### src/hw/rtl/brz_pkg.sv
`default_nettype none
package brz_pkg;

  // Frame store geometry and pixel width
  localparam int unsigned MAX_SRC_WIDTH  = 256;
  localparam int unsigned MAX_SRC_HEIGHT = 256;
  localparam int unsigned MAX_OUT_DIM    = 4096;
  localparam int unsigned PIXEL_BITS     = 16;

  localparam int unsigned STORE_DEPTH = MAX_SRC_WIDTH * MAX_SRC_HEIGHT;
  localparam int unsigned ADDR_W      = $clog2(STORE_DEPTH);

  // Field widths
  localparam int unsigned SIDX_W = 8;   // source row / column index
  localparam int unsigned OIDX_W = 12;  // output row / column
  localparam int unsigned SDIM_W = 9;   // source size registers
  localparam int unsigned TDIM_W = 13;  // target size registers
  localparam int unsigned PIX_W  = 16;
  localparam int unsigned WGT_W  = 12;  // axis weights and denominators

  // Datapath widths
  localparam int unsigned NUMA_W = OIDX_W + SIDX_W;  // axis numerator
  localparam int unsigned TOP_W  = PIX_W + WGT_W + 1;
  localparam int unsigned PROD_W = TOP_W + WGT_W;
  localparam int unsigned ACC_W  = PROD_W + 1;
  localparam int unsigned DIV_W  = ACC_W + 2;
  localparam int unsigned CNT_W  = 5;

  // Divider step counts
  localparam int unsigned AXIS_STEPS  = SIDX_W;
  localparam int unsigned FINAL_STEPS = PIX_W;

  // Multiply-accumulate schedule length
  localparam int unsigned MAC_STEPS = 7;
  localparam int unsigned RD_STEPS  = 4;

  typedef struct packed {
    logic [SDIM_W-1:0] src_w;
    logic [SDIM_W-1:0] src_h;
    logic [TDIM_W-1:0] tgt_w;
    logic [TDIM_W-1:0] tgt_h;
    logic              wide;
  } cfg_t;

  typedef enum logic [3:0] {
    CMD_NONE,
    CMD_WRITE,
    CMD_LOAD,
    CMD_DIV_STEP,
    CMD_Y_DONE,
    CMD_X_DONE,
    CMD_READ,
    CMD_MUL,
    CMD_FDIV_LOAD,
    CMD_OUT
  } cmd_op_e;

  typedef struct packed {
    cmd_op_e          op;
    logic [CNT_W-1:0] idx;
  } dp_cmd_t;

  typedef struct packed {
    logic err;
  } dp_stat_t;

  typedef enum logic [2:0] {
    ST_IDLE,
    ST_DIVY,
    ST_DIVX,
    ST_READ,
    ST_MUL,
    ST_FDIV,
    ST_FIN
  } state_e;

endpackage
`default_nettype wire

### src/hw/rtl/brz_regs.sv
`default_nettype none
module brz_regs
  import brz_pkg::*;
(
  input  wire logic        clk_i,
  input  wire logic        rst_ni,
  input  wire logic        psel,
  input  wire logic        penable,
  input  wire logic        pwrite,
  input  wire logic [4:0]  paddr,
  input  wire logic [31:0] pwdata,
  output logic      [31:0] prdata,
  output logic             pready,
  output cfg_t             cfg_o
);

  localparam logic [2:0] REG_SRC_W = 3'd0;
  localparam logic [2:0] REG_SRC_H = 3'd1;
  localparam logic [2:0] REG_TGT_W = 3'd2;
  localparam logic [2:0] REG_TGT_H = 3'd3;
  localparam logic [2:0] REG_WIDE  = 3'd4;

  cfg_t cfg_q;
  logic wr_en;

  assign pready = 1'b1;
  assign wr_en  = psel & penable & pwrite;
  assign cfg_o  = cfg_q;

  // Register writes
  always_ff @(posedge clk_i or negedge rst_ni) begin
    if (!rst_ni) begin
      cfg_q.src_w <= SDIM_W'(256);
      cfg_q.src_h <= SDIM_W'(256);
      cfg_q.tgt_w <= TDIM_W'(256);
      cfg_q.tgt_h <= TDIM_W'(256);
      cfg_q.wide  <= 1'b0;
    end else if (wr_en) begin
      unique case (paddr[4:2])
        REG_SRC_W: cfg_q.src_w <= pwdata[SDIM_W-1:0];
        REG_SRC_H: cfg_q.src_h <= pwdata[SDIM_W-1:0];
        REG_TGT_W: cfg_q.tgt_w <= pwdata[TDIM_W-1:0];
        REG_TGT_H: cfg_q.tgt_h <= pwdata[TDIM_W-1:0];
        REG_WIDE:  cfg_q.wide  <= pwdata[0];
        default: ;
      endcase
    end
  end

  // Read mux
  always_comb begin
    unique case (paddr[4:2])
      REG_SRC_W: prdata = 32'(cfg_q.src_w);
      REG_SRC_H: prdata = 32'(cfg_q.src_h);
      REG_TGT_W: prdata = 32'(cfg_q.tgt_w);
      REG_TGT_H: prdata = 32'(cfg_q.tgt_h);
      REG_WIDE:  prdata = 32'(cfg_q.wide);
      default:   prdata = 32'd0;
    endcase
  end

endmodule
`default_nettype wire

### config.mk
export PLATFORM = sky130hd
export DESIGN_NAME = brz_regs
export DESIGN_NICKNAME = d
export VERILOG_FILES = /design/src/hw/rtl/brz_pkg.sv /design/src/hw/rtl/brz_regs.sv
export SDC_FILE = /design/constraint.sdc
export NUM_CORES = 1
export LEC_CHECK = 0
export BUFFER_PORTS_ARGS = -buffer_cell sky130_fd_sc_hd__buf_2
export CAP_MARGIN = 10
export CORE_AREA = 2 2 78 80
export CTS_CLUSTER_SIZE = 20
export DETAILED_ROUTE_END_ITERATION = 8
export DIE_AREA = 0 0 80 82
export MAX_ROUTING_LAYER = met4
export PLACE_DENSITY = 0.75
export SKIP_CTS_REPAIR_TIMING = 1
export SLEW_MARGIN = 30
export SYNTH_ARGS = -nofsm -noshare
export SYNTH_HDL_FRONTEND = slang
export SYNTH_SLANG_ARGS = --single-unit
### constraint.sdc
create_clock -name clk_i -period 0.92 [get_ports clk_i]
set_input_delay 0.046 -clock clk_i [delete_from_list [all_inputs] [get_ports clk_i]]
set_output_delay 0.046 -clock clk_i [all_outputs]
set_load 0.03 [all_outputs]
=== Word level (Yosys, flattened, before mapping) ===
Index checks and enable logic that the tools add are counted.
W data, S select, Z words.

* Flip-flop bits (word level): 45

* Equality and inequality tests: 4
* Multiplexer cells: 1
* Bitwise logic cells: 2
* Reductions and logical operators: 6

{| class="wikitable"
|+ Operator list
! kind !! number
|-
| $pmux W13 S5 || 1
|-
| $reduce_and A2 Y1 || 5
|-
| $eq A3 B2 Y1 const B || 2
|-
| $eq A3 B1 Y1 const B || 1
|-
| $eq A3 B3 Y1 const B || 1
|-
| $logic_not A3 Y1 || 1
|-
| $and A1 B1 Y1 || 2
|}

=== Longest topological paths before layout ===
* Word-level depth: 3
* Depth in mapped cells: 5
* Depth with buffers taken out: 3

=== Worst setup path before layout ===
Ideal clock, no wire load.

* Path type: reg-to-output
* Start point: register cfg_q (netlist bit cfg_o[35])
* End point: output port prdata[8]
* Arrival: 1.318 ns
* Data required time: 0.874 ns
* Path slack: -0.444 ns
* Stages on the path, launching flop included: 3
* Buffers on the path: 0
* Path through: dfstp_2 mux4_2 nor2b_1

* Word-level cells in the longest chain between the ends: 1

{| class="wikitable"
|+ RTL lines
! item !! line !! RTL
|-
| start: declaration || brz_regs.sv:23 || <nowiki>cfg_t cfg_q;</nowiki>
|-
| $pmux W13 S5 || brz_regs.sv:52 || <nowiki>unique case (paddr[4:2])</nowiki>
|-
| end: declaration || brz_regs.sv:12 || <nowiki>output logic [31:0] prdata,</nowiki>
|}

No other way between the ends.

=== Worst setup path after layout ===
* Start point: register cfg_q (netlist bit cfg_o[4])
* End point: output port prdata[3]

Same word-level chain as after synthesis.

==> qor.yml <==
finish:
  syn2layout_area_growth_pct: 76.4
  largest_reg_flops: 45
  regArea_sq_mm: 0.00118
  diodes: 0
  design_area_sq_mm: 0.00404
  stdcell_count: 373
  fill_cells: 374
  multi_input_area_sq_mm: 0.00121
  finalNetCount: 339
  utilization_pct: 70.4
  drive_above_1_share_pct: 87.6
synthesis:
  yosysMostFrequentCell: "dfrtp_1"
  syn-instance-count: 161
  yosysTopAreaCellShare_pct: 44.8
  synth_seq_area_share_pct: 49.3
  synthFlopType: "dfrtp_1"
  synth-seq-cells: 45
  syn_avg_cell_area_sq_um: 14.2
  synthArstFlopShare_pct: 100
  synth-edff-count: 0
  ys_types: 27
  ys_top_cells_by_area: "dfrtp_1, mux2_2, mux4_2"
  yosysTopAreaCell: "dfrtp_1"
  netlist_area_sq_mm: 0.00229
  synth_common_cells: "dfrtp_1, mux2_2, buf_4"
  yosys_warnings: 0
setup_path:
  required_ps: 870
  slowest_stage: "mux4_2"
  max_stage_delay_ps: 480
  ff2ff_path_depth: 3
  startpoint: "cfg_o[4]"
  cp_cell_sequence: "mux4_2, nor2b_4, buf_6"
  cp_max_fo: 2
  r2r_slack_ps: -110
  worstReg2RegEnd: "cfg_o[4]"
  r2r-start: "cfg_o[4]"
  crit_end: "prdata[3]"
  crit_arrival_ps: 1480
  startpoint_type: "register"
  cp-end-kind: "output pin"
  crit_type: "reg -> out"
route:
  routed_wirelength_um: 6300
  ant_nets: 0
  wl_met1_um: 2580
  vias: 1769
  drt_iter0_markers: 54
  wl_met3_um: 378
  drcViolationCount: 0
  wl_per_cell_um: 16.9
  via_per_inst: 4.74
  dr_wl_met2_um: 3260
  drt_pass1_iterations: 4
  top_layer: "met4"
global_routing:
  antenna_found_initial: 0
  gr-total-overflow: 0
  grt_pass1_vias: 1710
  track_usage_pct: 18.1
  grt_pass1_wl_um: 8650
  grt_max_degree: 46
cts:
  cts_inserted_buffers: 5
  clk_pin_slew_ps: 90
  clk_latency_ps: 300
  clockBufferDepth: 2
  cts_tree: "done"
  cts_max_level: 2
  clock_sinks: 45
  clock-root-buffer: "clkbuf_8"
place:
  place_congestion: 0.734
  dp_cells: 357
  placed_cell_area_sq_mm: 0.00324
  dpl_worst_slack_ps: -392
  portBuffers: 78
  post-dp-hpwl_um: 4210
worst_hold_path:
  worst_hold_path_type: "in -> reg"
status:
  violations: "negative hold slack, negative setup slack"
  status: "finished, violations left"
power_and_ir_drop:
  powerDensity_mw_per_mm2: 2080
  leakage_nw: 1.91
  vdd_drop_max_mv: 1.34
floorplanning:
  die_w_um: 80
  die-height_um: 82
  num_rows: 28
  start_util_pct: 39.9
  ios: 120
  die-area_sq_mm: 0.00656
  core_sq_mm: 0.00575
timing:
  post-route-min-period_ps: 1530
  fin_skew_ps: 0
  final.setup.worst_slack_ps: -607
  fin_hold_ws_ps: -6.39
  finalSetupViolCount: 67
  drv_slew: 0
  fmax_ghz: 0.655
  timing.final.crit_share_pct: 166
  rsz0062_at_grt: "yes"
  final-hold-violation-count: 3
flow_run:
  max_cap_viol_count: 0
[layout by cell type, fill, tap and decap left out, drive strengths merged]
master       netlist  routed
buf               27     136
mux2              45      45
dfrtp             41      41
conb               2      20
mux4               8       8
nor2b              8       8
clkbuf             2       7
mux2i              5       5
nor2               5       5
dfstp              4       4
dlygate4sd3        0       3
nand2              2       2
nor3b              2       2
nand2b             1       1
inv                1       1
o22a               1       1
nand3              1       1
o21a               1       1
o22ai              1       1
nand4b             1       1
or3                1       1
nand4              1       1
nor3               1       1
bufinv             0       1
clkinvlp           0       1
[kinds of logic after synthesis]
kind of cell           share of synthesized area [%]
AOI/OAI and AO/OA                              0.983
and+or+nand+nor                                 6.50
DFF                                             49.3
buffers and inverters                           9.22
muxes                                           33.6
other                                          0.328
[worst max-delay path: cells and delay by family (launching register included)]
| kind | cells | cell delay [ps] |
|---|---|---|
| muxes | 1 | 480 |
| DFF | 1 | 420 |
| and+or+nand+nor | 1 | 140 |
| buffers and inverters | 1 | 140 |
[worst min path at each step]
stage                     depth (start not counted)  slack [ps]        from         to
after detailed placement                          2          50      rst_ni  cfg_o[13]
after global routing                              2          -4  pwdata[10]  cfg_o[11]
final                                             2          -6  pwdata[10]  cfg_o[11]
after floorplan                                   0        -250      rst_ni   cfg_o[0]
after global placement                            2          50      rst_ni  cfg_o[26]
after CTS                                         2        -290      rst_ni  cfg_o[13]
[metal layers]
| layer | track usage (%) | up-vias |
|---|---|---|
| met5 | - | - |
| met3 | 4.07 | 7 |
| li1 | - | 798 |
| met2 | 29.8 | 72 |
| met4 | 4.07 | 0 |
| met1 | 23.3 | 892 |
[through the flow]
step	setup TNS [ps]	total power, W
global route	-12510	0.00874
detailed placement	-18360	0.00577
global placement	-17530	0.00570
floorplan	-8490	0.00465
finish	-10420	0.00839
CTS	-13000	0.00735
[area by class of cell]
type | instances | area share (%)
timing repair buffer | 140 | 35.3
clock buffer | 6 | 2.04
inverter | 1 | 0.0929
tap | 75 | 2.32
clock inverter | 2 | 0.929
sequential | 45 | 29.2
multi-input combinational | 104 | 30.0
[power by group]
group          switching [W]  internal (W)
clock network       0.000689      0.000883
registers           0.000286       0.00245
logic                0.00188       0.00221
total                0.00285       0.00554
No activity file was read; power rests on OpenSTA's default activity.
