### src/hw/rtl/brz_pkg.sv
`default_nettype none
package brz_pkg;

  // Frame store geometry and pixel width
  localparam int unsigned MAX_SRC_WIDTH  = 256;
  localparam int unsigned MAX_SRC_HEIGHT = 256;
  localparam int unsigned MAX_OUT_DIM    = 4096;
  localparam int unsigned PIXEL_BITS     = 16;

  localparam int unsigned STORE_DEPTH = MAX_SRC_WIDTH * MAX_SRC_HEIGHT;
  localparam int unsigned ADDR_W      = $clog2(STORE_DEPTH);

  // Field widths
  localparam int unsigned SIDX_W = 8;   // source row / column index
  localparam int unsigned OIDX_W = 12;  // output row / column
  localparam int unsigned SDIM_W = 9;   // source size registers
  localparam int unsigned TDIM_W = 13;  // target size registers
  localparam int unsigned PIX_W  = 16;
  localparam int unsigned WGT_W  = 12;  // axis weights and denominators

  // Datapath widths
  localparam int unsigned NUMA_W = OIDX_W + SIDX_W;  // axis numerator
  localparam int unsigned TOP_W  = PIX_W + WGT_W + 1;
  localparam int unsigned PROD_W = TOP_W + WGT_W;
  localparam int unsigned ACC_W  = PROD_W + 1;
  localparam int unsigned DIV_W  = ACC_W + 2;
  localparam int unsigned CNT_W  = 5;

  // Divider step counts
  localparam int unsigned AXIS_STEPS  = SIDX_W;
  localparam int unsigned FINAL_STEPS = PIX_W;

  // Multiply-accumulate schedule length
  localparam int unsigned MAC_STEPS = 7;
  localparam int unsigned RD_STEPS  = 4;

  typedef struct packed {
    logic [SDIM_W-1:0] src_w;
    logic [SDIM_W-1:0] src_h;
    logic [TDIM_W-1:0] tgt_w;
    logic [TDIM_W-1:0] tgt_h;
    logic              wide;
  } cfg_t;

  typedef enum logic [3:0] {
    CMD_NONE,
    CMD_WRITE,
    CMD_LOAD,
    CMD_DIV_STEP,
    CMD_Y_DONE,
    CMD_X_DONE,
    CMD_READ,
    CMD_MUL,
    CMD_FDIV_LOAD,
    CMD_OUT
  } cmd_op_e;

  typedef struct packed {
    cmd_op_e          op;
    logic [CNT_W-1:0] idx;
  } dp_cmd_t;

  typedef struct packed {
    logic err;
  } dp_stat_t;

  typedef enum logic [2:0] {
    ST_IDLE,
    ST_DIVY,
    ST_DIVX,
    ST_READ,
    ST_MUL,
    ST_FDIV,
    ST_FIN
  } state_e;

endpackage
`default_nettype wire

### src/hw/rtl/brz_ctrl.sv
`default_nettype none
module brz_ctrl
  import brz_pkg::*;
(
  input  wire logic     clk_i,
  input  wire logic     rst_ni,
  input  wire logic     in_valid_i,
  input  wire logic     operation_i,
  output logic          in_ready_o,
  output logic          out_valid_o,
  input  wire logic     out_ready_i,
  input  dp_stat_t      stat_i,
  output dp_cmd_t       cmd_o
);

  state_e           state_q, state_d;
  logic [CNT_W-1:0] cnt_q, cnt_d;
  logic             out_valid_q, out_valid_d;
  logic             accept, out_free;

  assign in_ready_o  = (state_q == ST_IDLE);
  assign accept      = in_valid_i & in_ready_o;
  assign out_free    = ~out_valid_q | out_ready_i;
  assign out_valid_o = out_valid_q;

  // Next state and step counter
  always_comb begin
    state_d = state_q;
    cnt_d   = cnt_q;
    unique case (state_q)
      ST_IDLE: begin
        cnt_d = '0;
        if (accept && operation_i) state_d = ST_DIVY;
      end
      ST_DIVY: begin
        if (cnt_q == '0 && stat_i.err) begin
          state_d = ST_FIN;
        end else if (cnt_q == CNT_W'(AXIS_STEPS)) begin
          state_d = ST_DIVX;
          cnt_d   = '0;
        end else begin
          cnt_d = cnt_q + 1'b1;
        end
      end
      ST_DIVX: begin
        if (cnt_q == CNT_W'(AXIS_STEPS)) begin
          state_d = ST_READ;
          cnt_d   = '0;
        end else begin
          cnt_d = cnt_q + 1'b1;
        end
      end
      ST_READ: begin
        if (cnt_q == CNT_W'(RD_STEPS)) begin
          state_d = ST_MUL;
          cnt_d   = '0;
        end else begin
          cnt_d = cnt_q + 1'b1;
        end
      end
      ST_MUL: begin
        if (cnt_q == CNT_W'(MAC_STEPS - 1)) begin
          state_d = ST_FDIV;
          cnt_d   = '0;
        end else begin
          cnt_d = cnt_q + 1'b1;
        end
      end
      ST_FDIV: begin
        if (cnt_q == CNT_W'(FINAL_STEPS)) begin
          state_d = ST_FIN;
        end else begin
          cnt_d = cnt_q + 1'b1;
        end
      end
      ST_FIN: begin
        if (out_free) state_d = ST_IDLE;
      end
      default: state_d = ST_IDLE;
    endcase
  end

  // Datapath commands and output valid
  always_comb begin
    cmd_o.op    = CMD_NONE;
    cmd_o.idx   = cnt_q;
    out_valid_d = out_valid_q & ~out_ready_i;
    unique case (state_q)
      ST_IDLE: begin
        if (accept) cmd_o.op = operation_i ? CMD_LOAD : CMD_WRITE;
      end
      ST_DIVY: begin
        if (cnt_q == CNT_W'(AXIS_STEPS))  cmd_o.op = CMD_Y_DONE;
        else if (!(cnt_q == '0 && stat_i.err)) cmd_o.op = CMD_DIV_STEP;
      end
      ST_DIVX: cmd_o.op = (cnt_q == CNT_W'(AXIS_STEPS)) ? CMD_X_DONE : CMD_DIV_STEP;
      ST_READ: cmd_o.op = CMD_READ;
      ST_MUL:  cmd_o.op = CMD_MUL;
      ST_FDIV: cmd_o.op = (cnt_q == '0) ? CMD_FDIV_LOAD : CMD_DIV_STEP;
      ST_FIN: begin
        if (out_free) begin
          cmd_o.op    = CMD_OUT;
          out_valid_d = 1'b1;
        end
      end
      default: ;
    endcase
  end

  always_ff @(posedge clk_i or negedge rst_ni) begin
    if (!rst_ni) begin
      state_q     <= ST_IDLE;
      cnt_q       <= '0;
      out_valid_q <= 1'b0;
    end else begin
      state_q     <= state_d;
      cnt_q       <= cnt_d;
      out_valid_q <= out_valid_d;
    end
  end

endmodule
`default_nettype wire

### config.mk
export PLATFORM = sky130hd
export DESIGN_NAME = brz_ctrl
export DESIGN_NICKNAME = d
export VERILOG_FILES = /design/src/hw/rtl/brz_pkg.sv /design/src/hw/rtl/brz_ctrl.sv
export SDC_FILE = /design/constraint.sdc
export NUM_CORES = 1
export LEC_CHECK = 0
export BUFFER_PORTS_ARGS = -buffer_cell sky130_fd_sc_hd__buf_2
export CAP_MARGIN = 20
export CORE_MARGIN = 1
export CORE_UTILIZATION = 35
export DETAILED_ROUTE_END_ITERATION = 8
export GPL_TIMING_DRIVEN = 0
export MAX_ROUTING_LAYER = met4
export PLACE_DENSITY = 0.62
export SLEW_MARGIN = 20
export SYNTH_ARGS = -nofsm -noshare
export SYNTH_HDL_FRONTEND = slang
export SYNTH_SLANG_ARGS = --single-unit
### constraint.sdc
create_clock -name clk_i -period 2.26 [get_ports clk_i]
set_clock_uncertainty 0.2 [all_clocks]
set_input_delay 0 -clock clk_i [delete_from_list [all_inputs] [get_ports clk_i]]
set_output_delay 0 -clock clk_i [all_outputs]
set_load 0.05 [all_outputs]
* Word level (Yosys, flattened, before mapping)
Index checks and enable logic that the tools add are counted.
Word-level totals: flip-flop bits (word level) 9, input port bits 6, output and inout bits 11, word-level logic and storage cells 60
Operators by class: add/subtract/negate cells 1, eq/ne operators 19, mux-type cells 25, bitwise operators 5, reductions and logical operators 7
Operator list (number):
- 3-bit two-way mux | 10
- 5-bit one-hot mux with 6 select lines | 1
- 4-bit one-hot mux with 7 select lines | 1
- 5-bit two-way mux | 5
- 3-bit one-hot mux with 7 select lines | 1
- 2-bit inequality test (second input constant) | 7
- 5-bit by 3-bit equality test with 1-bit output (second input constant) | 2
- 3-bit equality test (second input constant) | 3
- 4-bit two-way mux | 2
- 7-bit AND reduction | 1
- 3-bit by 2-bit equality test with 1-bit output (second input constant) | 2
- 2-bit two-way mux | 3
- 6-bit nonzero test | 1
- 5-bit by 1-bit adder with 5-bit output (second input constant) | 1
- 5-bit by 4-bit equality test with 1-bit output (second input constant) | 1
- 5-bit equality test (second input constant) | 1
- 5-bit zero test | 1
- 3-bit by 1-bit equality test with 1-bit output (second input constant) | 1
- 3-bit zero test | 1
- 3-bit inequality test (second input constant) | 1
- 3-bit AND reduction | 1
- 1-bit AND | 2
- 1-bit logical AND | 2
- 1-bit two-way mux | 2
- 3 further kinds | 4

* Depth between registers and ports, before layout
depth in word-level cells 5, depth in mapped cells 7

* Worst setup path after synthesis
OpenSTA, ideal clock, no wires.
path type flip-flop to output port, start register cnt_q[0], end output cmd_o[6] (netlist name), data arrival time 2.593 ns, required time 2.060 ns, slack -0.533 ns, stages on the path, launching flop included 8, buffers on the path 0, cells stage by stage dfrtp_1 > inv_1 > ha_1 > nand2b_4 > nor2_1 > nand2_1 > a211oi_1 > o32ai_1
RTL lines:
- from (decl) | line brz_ctrl.sv:17 | logic [CNT_W-1:0] cnt_q, cnt_d;
- from (signal assigned) | line brz_ctrl.sv:117 | cnt_q <= cnt_d;
- to (decl) | line brz_ctrl.sv:13 | output dp_cmd_t cmd_o

==> impl_metrics.tcl <==
set metrics [dict create \
    viasPerCell 5.35 \
    critPathTopFamily "adder cells" \
    holdWs_ns 0.106 \
    cp_data_arrival_time_ns 1.93 \
    ant_nets 0 \
    peakVddDrop_mv 0.435 \
    cts.clk_slew.worst_paths_ns 0.06 \
    crit_required_ns 2.06 \
    worst_pin_slew_ns 0.421 \
    reg2reg_slack_ns 0.26 \
    crit_buf_inv 2 \
    cts_max_level 1 \
    finalHoldViolCount 0 \
    fin_cells 153 \
    wl_per_cell_um 12.4 \
    synth.most_common_cell "nand2_1" \
    slew_viol_final 0 \
    cts_inserted_buffers 3 \
    fin_crit_ns 2.13 \
    setup_viol_count_final 0 \
    grt_pass1_vias 727 \
    yosys-top-cells-count "14 x nand2_1, 9 x dfrtp_1, 7 x o21ai_1" \
    clockBufferDepth 2 \
    dp.cells 145 \
    maxCapViolCount 0 \
    yosys.area.top_type "dfrtp_1" \
    crit_path_start_kind "flop" \
    grt.overflow.total 0 \
    whs_path_depth 6 \
    port_buffers 16 \
    die_y_um 50.1 \
    drt-initial-drc-count 13 \
    via_count 818 \
    synth_cell_type_count 35 \
    max_slew_margin_pct 72.0 \
    syn_nets 110 \
    final_nets 135 \
    antenna_found_initial 0 \
    io_pins 17 \
    initial_core_util_pct 37.0 \
    die_w_um 50.1 \
    fin_ws_ns 0.131 \
    p_leak_nw 0.440 \
    firstDrtPassIters 4 \
    ys_top_cells_by_area "dfrtp_1 28%, nand2_1 6.5%, ha_1 4.6%" \
    cp_slowest_stage_delay_ns 0.41 \
    pre_cts_slack_ns 0.187 \
    rows 17 \
    synth_area_um2 810 \
    end_kind "output port" \
    track_usage_pct 17.1 \
    crit_fanout 6 \
    finalCritPeriodShare_pct 94.2 \
    core_area_mm2 0.00219 \
    yosys_register_bits 9 \
    finish.utilization_pct 47.1 \
    worst-setup-path-type "flop to output port" \
    r2r_start "cnt_q[0]" \
    tritoncts "yes" \
    die_area_mm2 0.00251 \
    synth_top_area_share_pct 27.8 \
    drive_gt1_share_pct 32.8 \
    synth-main-ff-cell "dfrtp_1" \
    synth_edf_count 0 \
    fmax_ghz 0.470 \
    drt-total-wl_mm 1.90 \
    drc_errors 0 \
    cts_sinks 9 \
    holdCritPathClass "input port to flop" \
    grt_max_degree 11 \
    yosysSeqAreaShare_pct 27.8 \
    slowest_stage "dfrtp_2" \
    async_reset_ff_share_pct 100 \
    worstHoldStart "operation_i" \
    grt_pass1_wl_mm 3.25 \
    ff2ff_path_depth 7 \
    syn-instance-count 101 \
    syn_to_final_growth_pct 27.4 \
    rsz0062_at_grt "false" \
    powerDensity_mw_per_mm2 548 \
    fillerInstances 232 \
    place_congestion 0.850 \
    clk_latency_ns 0.26 \
    yosys_warnings 0 \
    dp_hpwl_mm 1.44 \
    outcome "finished clean" \
    crit_path_cell_trace "inv_1 -> ha_2 -> nand2b_4 -> nor2_2 -> and2_1 -> maj3_1 -> o21a_1 -> buf_4" \
    rr_endpoint "cnt_q[2]" \
    avgSynthCellArea_um2 8.02 \
    min_to "state_q[0]" \
    cts-root-buf "clkbuf_4" \
    diodes 0 \
]
[power by group]
part	leakage, nW	switching [mW]	internal, mW
Combinational	0.308	0.173	0.0857
Clock	0.0150	0.0565	0.0680
Sequential	0.117	0.00873	0.173
[layout make-up]
cell class	count	area [um2]	share of cell area (%)
multi-input cells	78	554	53.8
flip-flops and latches	9	228	22.1
repair buffers	20	126	12.3
plain buffers	8	38.8	3.76
well taps	28	35.0	3.40
clock buffers	4	26.3	2.55
inverters	6	22.5	2.18
[registers in the layout (all words and copies together), names as in the netlist]
register	cells
cnt_q	5
state_q	3
out_valid_o	1
[cells in the final DEF, fill, tap and decap left out, types with 2 or more instances in the layout]
master         Yosys  layout
o21ai_1            7       7
dlygate4sd3_1      0       3
nand3b_1           4       4
nor2b_1            2       2
buf_4              1       3
nand4bb_1          3       3
nand2_1           14      14
buf_2              4      18
clkbuf_4           0       3
nor2_1             5       4
dfrtp_2            0       2
or3_1              2       2
nand2b_1           4       4
dfrtp_1            9       7
nor3_1             3       2
a211oi_2           0       2
a21oi_2            1       2
o21ai_0            4       4
inv_1              5       5
clkbuf_1           3       4
o21a_1             2       2
a22o_1             4       4
nand3_1            3       3
ha_1               3       2
[kinds of logic (layout without fill, tap and decap cells)]
family	after synthesis	in the layout	synth area share, %
and+or+nand+nor	45	45	32.8
buffers and inverters	14	38	7.57
adders and majority gates	4	4	5.87
AOI/OAI and AO/OA	29	29	26.0
DFF	9	9	27.8
[worst register-to-register path, cell delays in order (launching register included)]
cell and delay, ns:
dfrtp_2 0.42, inv_1 0.09, ha_2 0.22, nand2b_4 0.08, nor4b_2 0.37, a31o_2 0.31
nand2b_1 0.15, o21ai_1 0.06
[how the worst max path moves through the flow]
stage                    end     start  cells after the start  slack, ns
CTS                 cmd_o[7]  cnt_q[0]                      8      0.003
global placement    cnt_q[2]  cnt_q[0]                      7       0.19
finish              cmd_o[7]  cnt_q[1]                      8       0.13
global route        cmd_o[8]  cnt_q[1]                      8       0.03
floorplan           cmd_o[6]  cnt_q[0]                      7      -0.05
detailed placement  cnt_q[0]  cnt_q[0]                      7       0.19
[metal layers]
metal	up-vias	GRT usage, %	part of all wire [%]
met4	0	1.43	0
met1	386	21.0	45
met3	0	4.63	5.0
met5	-	-	0
met2	20	28.9	50
li1	412	-	-
[per-stage QoR]
| stage | setup TNS (ns) | area [um2] | total power, mW |
|---|---|---|---|
| after CTS | 0 | 1010 | 0.566 |
| after detailed placement | 0 | 946 | 0.429 |
| after global routing | 0 | 1030 | 0.603 |
| final | 0 | 1030 | 0.565 |
| after global placement | 0 | 946 | 0.426 |
| after floorplan | -0.0484 | 831 | 0.376 |
[timing repair]
action | CTS | global route
hold buffers | 3 | 0
pin swaps | 0 | 0
setup endpoints to repair | 3 | 3
buffers inserted | 0 | 1
hold endpoints to repair | 10 | 0
resized for setup | 4 | 4
Power figures use the tool's default switching activity.
